**src/wgm_pkg.sv**
```systemverilog
package wgm_pkg;

    // Pattern geometry.
    localparam int MAX_PATTERN_CHARS = 16;
    localparam int ROW_W             = MAX_PATTERN_CHARS + 1;
    localparam int LEN_W             = 5;
    localparam int CHARS_W           = 128;
    localparam int CFG_DATA_W        = 64;
    localparam int CFG_IDX_W         = 2;

    // Wildcard characters.
    localparam logic [7:0] STAR_CHAR = 8'h2A;
    localparam logic [7:0] ANY_CHAR  = 8'h3F;

    // Queue between the classifying front and the row update.
    localparam int QUEUE_DEPTH = 2;
    localparam int QUEUE_PTR_W = $clog2(QUEUE_DEPTH);
    localparam int QUEUE_CNT_W = $clog2(QUEUE_DEPTH + 1);

    // Configuration register indexes.
    typedef enum logic [CFG_IDX_W-1:0] {
        CFG_CHARS_LOW  = 2'd0,
        CFG_CHARS_HIGH = 2'd1,
        CFG_LENGTH     = 2'd2
    } wgm_cfg_idx_t;

    // One classified text byte: which pattern positions it satisfies directly.
    typedef struct packed {
        logic [MAX_PATTERN_CHARS-1:0] hit;
        logic                         last;
    } wgm_item_t;

    // Pattern information used by the row update.
    typedef struct packed {
        logic [MAX_PATTERN_CHARS-1:0] star;
        logic [LEN_W-1:0]             len;
    } wgm_pat_t;

    // Marks the pattern positions that hold a star.
    function automatic logic [MAX_PATTERN_CHARS-1:0] star_mask(input logic [CHARS_W-1:0] chars);
        logic [MAX_PATTERN_CHARS-1:0] mask;
        mask = '0;
        for (int k = 0; k < MAX_PATTERN_CHARS; k++) begin
            mask[k] = (chars[8*k +: 8] == STAR_CHAR);
        end
        return mask;
    endfunction

endpackage

```
**src/wgm_front.sv**
```systemverilog
module wgm_front
    import wgm_pkg::*;
(
    input  logic               in_valid,
    output logic               in_stall,
    input  logic [7:0]         text_byte,
    input  logic               is_last_byte,
    input  logic [CHARS_W-1:0] chars,
    input  logic               queue_full,
    output logic               push,
    output wgm_item_t          push_item
);

    // Hold the sender off while the queue has no room.
    assign in_stall = queue_full;
    assign push     = in_valid && !queue_full;

    // Compare the byte against every pattern position at once.
    always_comb
    begin
        push_item.last = is_last_byte;
        for (int k = 0; k < MAX_PATTERN_CHARS; k++) begin
            push_item.hit[k] = (chars[8*k +: 8] == text_byte) ||
                               (chars[8*k +: 8] == ANY_CHAR);
        end
    end

endmodule

```
**src/wgm_queue.sv**
```systemverilog
module wgm_queue
    import wgm_pkg::*;
(
    input  logic      clk,
    input  logic      rst_n,
    input  logic      push,
    input  wgm_item_t push_item,
    input  logic      pop,
    output wgm_item_t pop_item,
    output logic      full,
    output logic      empty
);

    wgm_item_t              entries_reg [QUEUE_DEPTH];
    logic [QUEUE_PTR_W-1:0] wr_ptr_reg, wr_ptr_next;
    logic [QUEUE_PTR_W-1:0] rd_ptr_reg, rd_ptr_next;
    logic [QUEUE_CNT_W-1:0] count_reg, count_next;
    logic                   do_push, do_pop;

    assign full     = (count_reg == QUEUE_CNT_W'(QUEUE_DEPTH));
    assign empty    = (count_reg == '0);
    assign do_push  = push && !full;
    assign do_pop   = pop && !empty;
    assign pop_item = entries_reg[rd_ptr_reg];

    // Pointer and fill count update.
    always_comb
    begin
        wr_ptr_next = do_push ? wr_ptr_reg + 1'b1 : wr_ptr_reg;
        rd_ptr_next = do_pop ? rd_ptr_reg + 1'b1 : rd_ptr_reg;
        count_next  = count_reg;
        if (do_push && !do_pop) begin
            count_next = count_reg + 1'b1;
        end else if (do_pop && !do_push) begin
            count_next = count_reg - 1'b1;
        end
    end

    always_ff @(posedge clk or negedge rst_n)
    begin
        if (!rst_n) begin
            wr_ptr_reg <= '0;
            rd_ptr_reg <= '0;
            count_reg  <= '0;
        end else begin
            wr_ptr_reg <= wr_ptr_next;
            rd_ptr_reg <= rd_ptr_next;
            count_reg  <= count_next;
        end
    end

    // Storage words carry no reset.
    always_ff @(posedge clk)
    begin
        if (do_push) begin
            entries_reg[wr_ptr_reg] <= push_item;
        end
    end

endmodule

```
**src/wgm_back.sv**
```systemverilog
module wgm_back
    import wgm_pkg::*;
(
    input  logic      clk,
    input  logic      rst_n,
    input  logic      queue_empty,
    input  wgm_item_t item,
    output logic      pop,
    input  wgm_pat_t  pat,
    output logic      out_valid,
    input  logic      out_stall,
    output logic      matched
);

    logic [ROW_W-1:0] row_reg, row_next;
    logic [ROW_W-1:0] init_row, prev_row;
    logic             start_reg;
    logic             out_valid_reg;
    logic             matched_reg, matched_next;
    logic [LEN_W-1:0] len_eff;
    logic             slot_free;

    // A word that gives no result never waits for the output register.
    assign slot_free = !out_valid_reg || !out_stall;
    assign pop       = !queue_empty && (slot_free || !item.last);

    // Row for an empty text: only leading stars can be passed.
    always_comb
    begin
        init_row    = '0;
        init_row[0] = 1'b1;
        for (int i = 1; i < ROW_W; i++) begin
            init_row[i] = pat.star[i-1] && init_row[i-1];
        end
    end

    assign prev_row = start_reg ? init_row : row_reg;

    // One text byte advances the row; a direct hit wins over the star rule.
    always_comb
    begin
        row_next    = '0;
        for (int i = 1; i < ROW_W; i++) begin
            if (item.hit[i-1]) begin
                row_next[i] = prev_row[i-1];
            end else if (pat.star[i-1]) begin
                row_next[i] = prev_row[i] || row_next[i-1];
            end else begin
                row_next[i] = 1'b0;
            end
        end
    end

    // Result bit at the configured length, clamped to the pattern size.
    always_comb
    begin
        if (pat.len > LEN_W'(MAX_PATTERN_CHARS)) begin
            len_eff = LEN_W'(MAX_PATTERN_CHARS);
        end else begin
            len_eff = pat.len;
        end
        matched_next = (len_eff != '0) && row_next[len_eff];
    end

    always_ff @(posedge clk or negedge rst_n)
    begin
        if (!rst_n) begin
            start_reg     <= 1'b1;
            out_valid_reg <= 1'b0;
        end else begin
            if (pop) begin
                start_reg <= item.last;
            end
            if (pop && item.last) begin
                out_valid_reg <= 1'b1;
            end else if (!out_stall) begin
                out_valid_reg <= 1'b0;
            end
        end
    end

    // Row and result payload.
    always_ff @(posedge clk)
    begin
        if (pop) begin
            row_reg <= row_next;
        end
        if (pop && item.last) begin
            matched_reg <= matched_next;
        end
    end

    assign out_valid = out_valid_reg;
    assign matched   = matched_reg;

endmodule

```
**src/wildcard_glob_matcher.sv**
```systemverilog
// Wildcard glob matcher. Text is streamed in one byte per word, the final byte
// of each text flagged by is_last_byte, and is matched case-sensitively against
// a pattern of up to 16 characters anchored at both ends: '?' stands for any
// one byte and '*' for any run, empty included. A text byte equal to '*' facing
// a '*' in the pattern counts as a direct match only. One word, matched, comes
// out for every last byte; a zero pattern length never matches and lengths
// above 16 act as 16. The block takes a byte every clock cycle while in_stall is
// low: the rate is set by the row update, which advances all pattern positions
// at once through a ripple of star positions. A last byte that is taken enters
// the queue, and the row update then loads its result word into the output
// register, held off while a stalled result word still waits there.
// Configuration writes must be made while no text is in flight.
module wildcard_glob_matcher
    import wgm_pkg::*;
(
    input  logic                  clk,
    input  logic                  rst_n,
    input  logic                  in_valid,
    output logic                  in_stall,
    input  logic [7:0]            text_byte,
    input  logic                  is_last_byte,
    output logic                  out_valid,
    input  logic                  out_stall,
    output logic                  matched,
    input  logic                  cfg_we,
    input  logic [CFG_IDX_W-1:0]  cfg_index,
    input  logic [CFG_DATA_W-1:0] cfg_data
);

    logic [CFG_DATA_W-1:0] chars_low_reg;
    logic [CFG_DATA_W-1:0] chars_high_reg;
    logic [LEN_W-1:0]      length_reg;
    logic [CHARS_W-1:0]    chars;
    wgm_pat_t              pat;
    wgm_item_t             push_item, pop_item;
    logic                  push, pop, queue_full, queue_empty;

    // Configuration registers.
    always_ff @(posedge clk or negedge rst_n)
    begin
        if (!rst_n) begin
            chars_low_reg  <= '0;
            chars_high_reg <= '0;
            length_reg     <= '0;
        end else if (cfg_we) begin
            unique case (cfg_index)
                CFG_CHARS_LOW:  chars_low_reg  <= cfg_data;
                CFG_CHARS_HIGH: chars_high_reg <= cfg_data;
                CFG_LENGTH:     length_reg     <= cfg_data[LEN_W-1:0];
                default:        ;
            endcase
        end
    end

    assign chars    = {chars_high_reg, chars_low_reg};
    assign pat.star = star_mask(chars);
    assign pat.len  = length_reg;

    wgm_front u_front (
        .in_valid     (in_valid),
        .in_stall     (in_stall),
        .text_byte    (text_byte),
        .is_last_byte (is_last_byte),
        .chars        (chars),
        .queue_full   (queue_full),
        .push         (push),
        .push_item    (push_item)
    );

    wgm_queue u_queue (
        .clk       (clk),
        .rst_n     (rst_n),
        .push      (push),
        .push_item (push_item),
        .pop       (pop),
        .pop_item  (pop_item),
        .full      (queue_full),
        .empty     (queue_empty)
    );

    wgm_back u_back (
        .clk         (clk),
        .rst_n       (rst_n),
        .queue_empty (queue_empty),
        .item        (pop_item),
        .pop         (pop),
        .pat         (pat),
        .out_valid   (out_valid),
        .out_stall   (out_stall),
        .matched     (matched)
    );

endmodule

```
**config.mk**
```make
export PLATFORM = sky130hd
export DESIGN_NAME = wildcard_glob_matcher
export DESIGN_NICKNAME = d
export VERILOG_FILES = /design/src/wgm_pkg.sv /design/src/wgm_front.sv /design/src/wgm_queue.sv /design/src/wgm_back.sv /design/src/wildcard_glob_matcher.sv
export SDC_FILE = /design/constraint.sdc
export NUM_CORES = 1
export LEC_CHECK = 0
export BUFFER_PORTS_ARGS = -buffer_cell sky130_fd_sc_hd__buf_2
export CORE_MARGIN = 4
export CORE_UTILIZATION = 35
export DETAILED_ROUTE_END_ITERATION = 10
export GPL_ROUTABILITY_DRIVEN = 0
export PLACE_DENSITY = 0.48
export SKIP_CTS_REPAIR_TIMING = 1
export SKIP_LAST_GASP = 1
export SYNTH_ARGS = -nofsm -noshare
export SYNTH_HDL_FRONTEND = slang
export SYNTH_SLANG_ARGS = --single-unit
```
**constraint.sdc**
```tcl
create_clock -name clk -period 6.7 [get_ports clk]
set_input_delay 0.67 -clock clk [delete_from_list [all_inputs] [get_ports clk]]
set_output_delay 0.67 -clock clk [all_outputs]
set_load 0.02 [all_outputs]
```
==> results of run 1 <==
## layout make-up
type | count | area (sq um)
Clock inverter | 15 | 146
Tap cell | 384 | 480
Sequential cell | 190 | 5010
Timing Repair Buffer | 88 | 462
Inverter | 15 | 70.1
Multi-Input combinational cell | 605 | 4980
Fill cell | 2788 | 17200
Clock buffer | 17 | 425
## worst min path at each step
stage                                 to  slack [ns]  cells past startpoint
detailed placement  u_queue.count_reg[1]        0.49                      1
finish                 chars_low_reg[60]        0.26                      1
global placement    u_queue.count_reg[1]        0.49                      1
floorplan              chars_high_reg[0]        0.37                      0
CTS                   chars_high_reg[58]        0.29                      1
global route          chars_high_reg[58]        0.31                      1
## synth_stat cells, types with 3 or more instances
| cell type | count |
|---|---|
| a21oi_1 | 14 |
| a31oi_1 | 4 |
| and3_1 | 7 |
| and3_2 | 3 |
| and4bb_2 | 3 |
| clkbuf_1 | 30 |
| dfrtp_1 | 138 |
| edfxtp_1 | 51 |
| inv_1 | 14 |
| mux2_2 | 141 |
| mux2i_1 | 12 |
| nand2_1 | 32 |
| nand3_1 | 28 |
| nand4_1 | 36 |
| nor2_1 | 40 |
| nor2_2 | 3 |
| nor2b_1 | 5 |
| nor3_1 | 9 |
| nor4_1 | 18 |
| nor4b_4 | 3 |
| o211ai_1 | 4 |
| o21ai_0 | 17 |
| o21ai_1 | 4 |
| o22ai_1 | 14 |
| xnor2_1 | 91 |
| xor2_1 | 42 |
## power breakdown
| group | switching [mW] | internal, mW | leakage [nW] |
|---|---|---|---|
| logic | 0.559 | 0.507 | 2.06 |
| clock network | 0.485 | 0.525 | 0.283 |
| registers | 0.272 | 1.50 | 2.15 |
## routing by layer
layer	vias to the layer above	track usage (%)	wire length, um
met4	2	4.45	417
met5	-	0	13
li1	3277	-	-
met3	23	2.97	733
met1	3476	25.1	13200
met2	115	26.7	12200
## stage by stage
step                utilization (%)  cells  power (mW)
detailed placement             38.2   1282        2.86
global route                   40.2   1314        4.07
finish                         40.2   1314        3.84
CTS                            40.2   1314        3.89
floorplan                         -    846        2.55
global placement               38.2   1282        2.86
## cell families after synthesis
family                   share of synthesized area, %
XOR/XNOR                                         11.4
buffers and inverters                            2.38
AO/OA/AOI/OAI                                    7.35
flip-flops                                       49.0
multiplexers                                     16.8
adder cells (fa/ha/maj)                         0.122
AND/OR/NAND/NOR                                  13.0
## worst max-delay path: stages, from the launching register on
cell and delay (ns):
dfstp_2 0.85, bufinv_8 0.31, a21boi_0 0.27, a2111oi_2 0.14, nor3_2 0.27, a22oi_2 0.15
a211oi_2 0.42, a21boi_2 0.15, o211ai_2 0.25, a41oi_2 0.25, o311ai_4 0.36, o311ai_2 0.15
==> summary.txt, run 1 <==
Clocking
  • Root Buffer: clkbuf_16
  • Worst-skew pair later-pin latency: 0.44 ns
  • H-tree levels: 4
  • CTS tree: yes
  • CTS Buf Count: 17
  • Clock tree buffer depth: 2
  • Reg clk slew, reported paths: 0.08 ns
  • Clock sinks: 190

Synthesis
  • YS warnings: 0
  • FFs w/ async S/R, synth: between 70% and 80%
  • Syn_area_per_cell: around 12 sq um
  • Largest cells by area after synthesis: dfrtp_1 34%, mux2_2 16%, edfxtp_1 15%, xnor2_1 7.8%, xor2_1 3.6%
  • Yosys reg bits: between 150 and 200
  • Dominant cell type by area after synthesis: dfrtp_1
  • Netlist cell types: 88
  • Post-Syn Instances: ~850
  • Synthesized net count: around 930
  • Sequential share of the synthesized area: between 40 and 50%
  • EDFF count, synth: between 50 and 60
  • Mapped cell area: 10200 sq um
  • Most used DFF post-synth: dfrtp_1
  • Synth top area share: between 30% and 40%

STA
  • TNS Setup: 0 ns
  • Fin worst setup slack: about 2.8 ns
  • WHS: roughly 0.26 ns
  • Unrepaired setup endpoints after global routing: no
  • Final Max Tran Viols: 0
  • Setup violations, final: 0
  • Actual slew at the worst max-slew pin: 1.21 ns
  • Max_slew headroom: between 10% and 20%
  • Period utilisation layout: 57.8%
  • Final Hold Fails: 0
  • F_max: between 200 and 300 MHz
  • Worst Skew: slightly above 0.01 ns
  • Crit path time final: between 3 and 4 ns

Floorplanning
  • Die ar.: around 32000 sq um
  • Chip height: roughly 180 um
  • Site row count: 62
  • Die W: 179 um
  • Core area: approximately 29000 sq um
  • Num ports: between 80 and 90
  • Starting density of the core: ~36%

Global route
  • Initial antenna violation count: 1
  • Largest net degree at the start of global routing: 84
  • First-pass GRT wire length: around 42 mm
  • Overall Global Routing Usage: approximately 17%
  • Vias in the first global route: 7127
  • GRT overflow: 0

Placement
  • Pre-CTS WS: 2.84 ns
  • Detail Placement HPWL: between 15 and 20 mm
  • Placed Area: between 10000 and 15000 sq um
  • I/O Buffers: 82

Layout
  • Final Instance Area: approximately 12000 sq um
  • Commonest non-fill, non-tap cell in the layout: mux2_2
  • Nets: ~1000
  • Layout cells sized above 1: around 33%
  • Commonest cells after routing, fill and taps aside: 141 x mux2_2, 138 x dfrtp_1, 91 x xnor2_1
  • Area Growth Syn to Fin: 13.2%
  • N_diodes: 0

Routing
  • Drt drc: 0
  • Post-route ant nets: 0
  • WL/cell: ~20 um
  • Vias: 6893
  • Iteration-0 DRC Markers: between 300 and 400
  • Router iterations before antenna repair: 5
  • Wirelength, routed: approximately 27 mm
  • Drt via density: approximately 5.2

Critical path
  • R2R Setup Slk: around 2.8 ns
  • CP required: slightly below 7 ns
  • CP arrival: 4.05 ns
  • R2r endpoint: u_back.matched
  • Crit. End Element: flop
  • Peak fanout along the critical path: 25
  • End of the critical path: u_back.matched
  • FF-to-FF Start: u_back.start_reg
  • Kind of critical path: reg -> reg
  • Cell count of the worst reg-to-reg path: 11
  • Critical path origin: u_back.start_reg
  • CP startpoint kind: flop

Status
  • Status: finished, final reports clean

Flow run
  • Max-cap violations: 0

Worst hold path
  • Min-delay worst type: in -> async

Power and ir drop
  • Power Dens Cells: approximately 330 nW/um^2
  • Worst vdd ir: roughly 0.13 mV
  • Leakage: about 4.5 nW
Note: power is estimated with default switching activity, not from simulation.
==> inputs of run 2 (changes only) <==
clock period = 3.8 ns   (was 6.7 ns; I/O delays follow)
==> run 2 against run 1 <==
  * Clock skew up 0.0055 ns
  * Sequential share of layout area down 0.35 points
  * Fmax up 9.1%
  * Largest cell class unchanged
  * Sequential cell count unchanged
  * Wire length down 0.64%
  * Design area up 0.82%
  * Highest routed layer unchanged
  * Count of clock-buffer cells in the layout up 4
==> summary.txt, run 2 (synthesis results as in run 1) <==
Status
  • Status: finished, final reports clean

Clocking
  • Reg clk slew, reported paths: about 0.080 ns
  • CTS Buf Count: 17
  • Clock tree buffer depth: 2
  • Clock sinks: 190
  • Worst-skew pair later-pin latency: 0.44 ns
  • CTS tree: yes
  • Root Buffer: clkbuf_16
  • H-tree levels: 4

Routing
  • Router iterations before antenna repair: 5
  • Drt via density: between 5 and 6
  • Drt drc: 0
  • WL/cell: 19.9 um
  • Wirelength, routed: 26.4 mm
  • Vias: ~6900
  • Iteration-0 DRC Markers: approximately 480
  • Post-route ant nets: 0

Layout
  • Nets: about 1000
  • Commonest cells after routing, fill and taps aside: 141 x mux2_2, 138 x dfrtp_1, 91 x xnor2_1
  • Final core area utilization: approximately 40%
  • N_diodes: 0
  • Layout cells sized above 1: between 30% and 40%
  • Final Instance Area: around 12000 sq um
  • Area Growth Syn to Fin: 14.1%
  • Commonest non-fill, non-tap cell in the layout: mux2_2

Floorplanning
  • Num ports: between 80 and 90
  • Starting density of the core: between 30% and 40%
  • Die W: 179 um
  • Site row count: just over 60
  • Chip height: between 150 and 200 um
  • Core area: 28800 sq um
  • Die ar.: 32000 sq um

Global route
  • Largest net degree at the start of global routing: 89
  • Vias in the first global route: slightly above 7000
  • Initial antenna violation count: 1
  • First-pass GRT wire length: roughly 42 mm
  • GRT overflow: 0
  • Overall Global Routing Usage: 17.2%

STA
  • TNS Setup: 0 ns
  • Unrepaired setup endpoints after global routing: no
  • Final Max Tran Viols: 0
  • Max_slew headroom: between 30% and 40%
  • Worst Skew: between 0.015 and 0.02 ns
  • Crit path time final: 3.55 ns
  • F_max: 281 MHz
  • Period utilisation layout: between 90 and 100%
  • Final Hold Fails: 0
  • Actual slew at the worst max-slew pin: 1.05 ns
  • Setup violations, final: 0

Critical path
  • Peak fanout along the critical path: 6
  • Kind of critical path: reg -> reg
  • Delay-heaviest family, CP: simple AND/OR/NAND/NOR gates
  • CP startpoint kind: flop
  • CP arrival: 3.82 ns
  • Worst path slowest cell: nor4_1
  • CP required: 4.07 ns
  • CP max stage delay: 0.56 ns
  • Crit. End Element: flop
  • CP Cell Sequence: nor4b_2, nand4_1, nor4_1, a21oi_1, mux2i_1, and2b_1, o41ai_4, o21ai_1, o32a_1, o311ai_2
  • Crit path buffers/inverters: 0

Placement
  • Placed Area: about 11000 sq um
  • Detail Placement HPWL: 18.6 mm
  • I/O Buffers: 82

Power and ir drop
  • Reg power frac: around 45%
  • Internal power: between 4 and 5 mW
  • Logic gate share of total power: between 20% and 30%
  • Worst vdd ir: approximately 0.30 mV
  • Power Dens Cells: 584 nW/um^2
  • Clock power frac: between 20% and 30%
  • Leakage: between 4 and 5 nW
  • Total power: roughly 6.8 mW
  • Switching pwr: around 2.3 mW
  • Net Sw Frac: roughly 33%

Worst hold path
  • Min-delay worst type: in -> reg

Flow run
  • Max-cap violations: 0
run 2: cell types whose count changed in the layout (fill, tap and decap cells not counted):
| cell | before | now |
|---|---|---|
| clkinv_4 | 1 | 3 |
| dlygate4sd3_1 | 0 | 1 |
| inv_4 | 0 | 2 |
| clkbuf_16 | 17 | 18 |
| clkbuf_8 | 0 | 1 |
| a21boi_1 | 1 | 2 |
| clkinvlp_4 | 1 | 0 |
| a21boi_0 | 1 | 0 |
| clkbuf_1 | 0 | 2 |
| inv_6 | 9 | 3 |
| buf_4 | 6 | 14 |
| buf_12 | 0 | 1 |
| inv_8 | 1 | 0 |
run 2: cell type report:
type	count	area, sq um
Clock inverter	11	105
Inverter	15	70.1
Sequential cell	190	5010
Timing Repair Buffer	98	552
Tap cell	384	480
Fill cell	2739	17100
Multi-Input combinational cell	605	4980
Clock buffer	21	472
run 2: per-layer routing:
layer  wire length [um]  GRT usage, %
met2              12400          27.4
met3                733          3.02
met5                 13             0
met1              13000          24.5
met4                304          4.00
run 2: worst reg2reg max path: cells and delay by family, from the launching register on:
family / cells / cell delay [ns]
AOI/OAI and AO/OA: 5 / 1.16
DFF: 1 / 0.44
muxes: 1 / 0.23
and+or+nand+nor: 4 / 1.57
run 2: worst paths after layout:
kind	startpoint	cells after the start	slack (ns)	endpoint
max	chars_low_reg[32]	10	0.25	u_back.matched
min reg2reg	u_queue.count_reg[1]	1	0.51	u_queue.count_reg[1]
min	is_last_byte	1	0.14	u_queue.entries_reg[0][0]
min in group asynchronous	rst_n	2	0.44	u_queue.wr_ptr_reg
max reg2reg	chars_low_reg[32]	10	0.25	u_back.matched
max in group asynchronous	rst_n	3	2.47	chars_low_reg[20]
run 2: power by group through the flow:
stage | combinational (mW) | clock (mW) | sequential [mW]
global route | 2.19 | 1.91 | 3.13
floorplan | 1.51 | 0 | 2.99
global placement | 1.98 | 0 | 3.10
finish | 1.98 | 1.78 | 3.06
CTS | 2.00 | 1.83 | 3.06
detailed placement | 1.99 | 0 | 3.10
run 2: through the flow:
stage / instances / setup slack (ns) / hold slack [ns]
after detailed placement: 1291 / 0.291 / 0.365
after floorplan: 846 / 0.732 / 0.0844
after CTS: 1323 / 0.284 / -0.120
after global routing: 1324 / 0.0908 / 0.123
final: 1324 / 0.247 / 0.142
after global placement: 1291 / 0.387 / 0.374
==> inputs of run 3 (changes only) <==
==> constraint.sdc (replaced) <==
create_clock -name clk -period 3.8 [get_ports clk]
set_input_delay 0.57 -clock clk [delete_from_list [all_inputs] [get_ports clk]]
set_output_delay 0.57 -clock clk [all_outputs]
set_load 0.02 [all_outputs]
==> run 3 against run 2 <==
  * Critical path depth is 1 higher
  * Sequential cell count stayed put
  * Worst hold slack better by 0.024 ns
  * Highest routed layer is now met4
  * Clock power is 3% higher
  * Fmax is 3.3% higher
  * Clock skew is 0.0015 ns higher
  * Largest cell class unchanged
  * Non-clock buffer count is 2 lower
  * Global-route usage is 0.15 points higher
  * Sequential share of layout area is 0.11 points lower
==> summary.txt, run 3 (synthesis results as in run 1) <==
Placement
  • Placed Area: around 11000 sq um
  • Detail Placement HPWL: 18.6 mm
  • I/O Buffers: 82
  • Placed Cells incl. Taps: around 1300

Layout
  • Commonest non-fill, non-tap cell in the layout: mux2_2
  • Final Instance Area: roughly 12000 sq um
  • Layout cells sized above 1: ~33%
  • Area Growth Syn to Fin: 14.4%
  • Commonest cells after routing, fill and taps aside: 141 x mux2_2, 138 x dfrtp_1, 91 x xnor2_1
  • Nets: 1006
  • Final core area utilization: 40.7%
  • Finished Layout Cells: around 1300
  • N_diodes: 0
  • Fillcell total: between 2000 and 3000

Critical path
  • Kind of critical path: reg -> reg
  • CP Cell Sequence: mux2i_1, a21boi_0, a2111oi_2, nor4_1, o31ai_1, o21ai_0, or3b_2, a21oi_1, nor2_1, o211ai_1, o311ai_2
  • CP required: 3.96 ns
  • Worst path slowest cell: or3b_2
  • Cell count of the worst reg-to-reg path: 11
  • Peak fanout along the critical path: 4
  • FF-to-FF Start: u_queue.rd_ptr_reg
  • CP max stage delay: between 0.4 and 0.5 ns
  • Critical path origin: u_queue.rd_ptr_reg
  • CP arrival: between 3 and 4 ns
  • CP startpoint kind: flop
  • Crit. End Element: flop
  • R2r endpoint: u_back.matched
  • R2R Setup Slk: about 0.36 ns

Global route
  • First-pass GRT wire length: 42.7 mm
  • Vias in the first global route: between 7000 and 8000
  • Largest net degree at the start of global routing: slightly above 80
  • Overall Global Routing Usage: 17.3%
  • Initial antenna violation count: 0
  • GRT overflow: 0

Routing
  • Wirelength, routed: approximately 27 mm
  • Post-route ant nets: 0
  • Iteration-0 DRC Markers: around 380
  • Drt drc: 0
  • Drt via density: 5.26
  • Vias: about 7000
  • Router iterations before antenna repair: 5
  • WL/cell: roughly 20 um

Clocking
  • CTS tree: yes
  • Worst-skew pair later-pin latency: ~0.44 ns
  • CTS Buf Count: 17
  • Reg clk slew, reported paths: 0.08 ns
  • Clock tree buffer depth: 2
  • Root Buffer: clkbuf_16
  • H-tree levels: 4
  • Clock sinks: between 150 and 200

STA
  • Final Max Tran Viols: 0
  • Period utilisation layout: approximately 91%
  • WHS: between 0.15 and 0.2 ns
  • Crit path time final: between 3 and 4 ns
  • Max_slew headroom: between 20% and 30%
  • Unrepaired setup endpoints after global routing: no
  • TNS Setup: 0 ns
  • Actual slew at the worst max-slew pin: about 1.1 ns
  • Setup violations, final: 0
  • Worst Skew: between 0.015 and 0.02 ns
  • F_max: ~290 MHz
  • Final Hold Fails: 0

Floorplanning
  • Die ar.: 32000 sq um
  • Die W: roughly 180 um
  • Site row count: a little over 60
  • Starting density of the core: about 36%
  • Chip height: approximately 180 um
  • Num ports: 83
  • Core area: roughly 29000 sq um

Status
  • Status: finished, final reports clean

Power and ir drop
  • Power Dens Cells: 587 nW/um^2
  • Leakage: between 4 and 5 nW
  • Worst vdd ir: 0.304 mV

Flow run
  • Max-cap violations: 0

Worst hold path
  • Min-delay worst type: in -> async
-- run 3: worst max-delay path: cells and delay by family (launching register included) --
| kind | cells | cell delay, ns |
|---|---|---|
| AOI/OAI and AO/OA | 7 | 1.37 |
| DFF | 1 | 0.43 |
| muxes | 1 | 0.38 |
| and+or+nand+nor | 3 | 0.98 |
-- run 3: cell type report --
| class | count | area, sq um | area share [%] |
|---|---|---|---|
| flip-flops and latches | 190 | 5010 | 42.8 |
| repair buffers | 96 | 547 | 4.67 |
| multi-input cells | 605 | 4990 | 42.6 |
| clock buffers | 18 | 439 | 3.75 |
| inverters | 15 | 70.1 | 0.599 |
| well taps | 384 | 480 | 4.10 |
| clock inverters | 14 | 166 | 1.42 |
-- run 3: through the flow --
| step | setup slack [ns] | total power [mW] |
|---|---|---|
| CTS | 0.234 | 6.95 |
| global route | 0.0910 | 7.30 |
| finish | 0.361 | 6.87 |
| global placement | 0.320 | 5.09 |
| floorplan | 0.732 | 4.50 |
| detailed placement | 0.259 | 5.09 |
-- run 3: worst max path at each step --
| stage | cells past startpoint | slack (ns) | end |
|---|---|---|---|
| finish | 11 | 0.36 | u_back.matched |
| CTS | 10 | 0.23 | u_back.matched |
| global placement | 10 | 0.32 | u_back.matched |
| floorplan | 12 | 0.73 | u_back.matched |
| global route | 11 | 0.09 | u_back.matched |
| detailed placement | 10 | 0.26 | u_back.matched |
-- run 3: per-layer routing --
| metal | global-route usage [%] | vias up | part of all wire [%] |
|---|---|---|---|
| met1 | 25.7 | 3521 | 50 |
| met3 | 2.72 | 19 | 2.9 |
| li1 | - | 3294 | - |
| met4 | 3.49 | 0 | 1.1 |
| met2 | 27.0 | 122 | 46 |
| met5 | 0 | - | 0 |
-- run 3: where the power goes --
part | internal [mW] | switching, mW | total (mW)
combinational | 0.934 | 1.03 | 1.96
clock | 0.911 | 0.918 | 1.83
sequential | 2.63 | 0.443 | 3.08
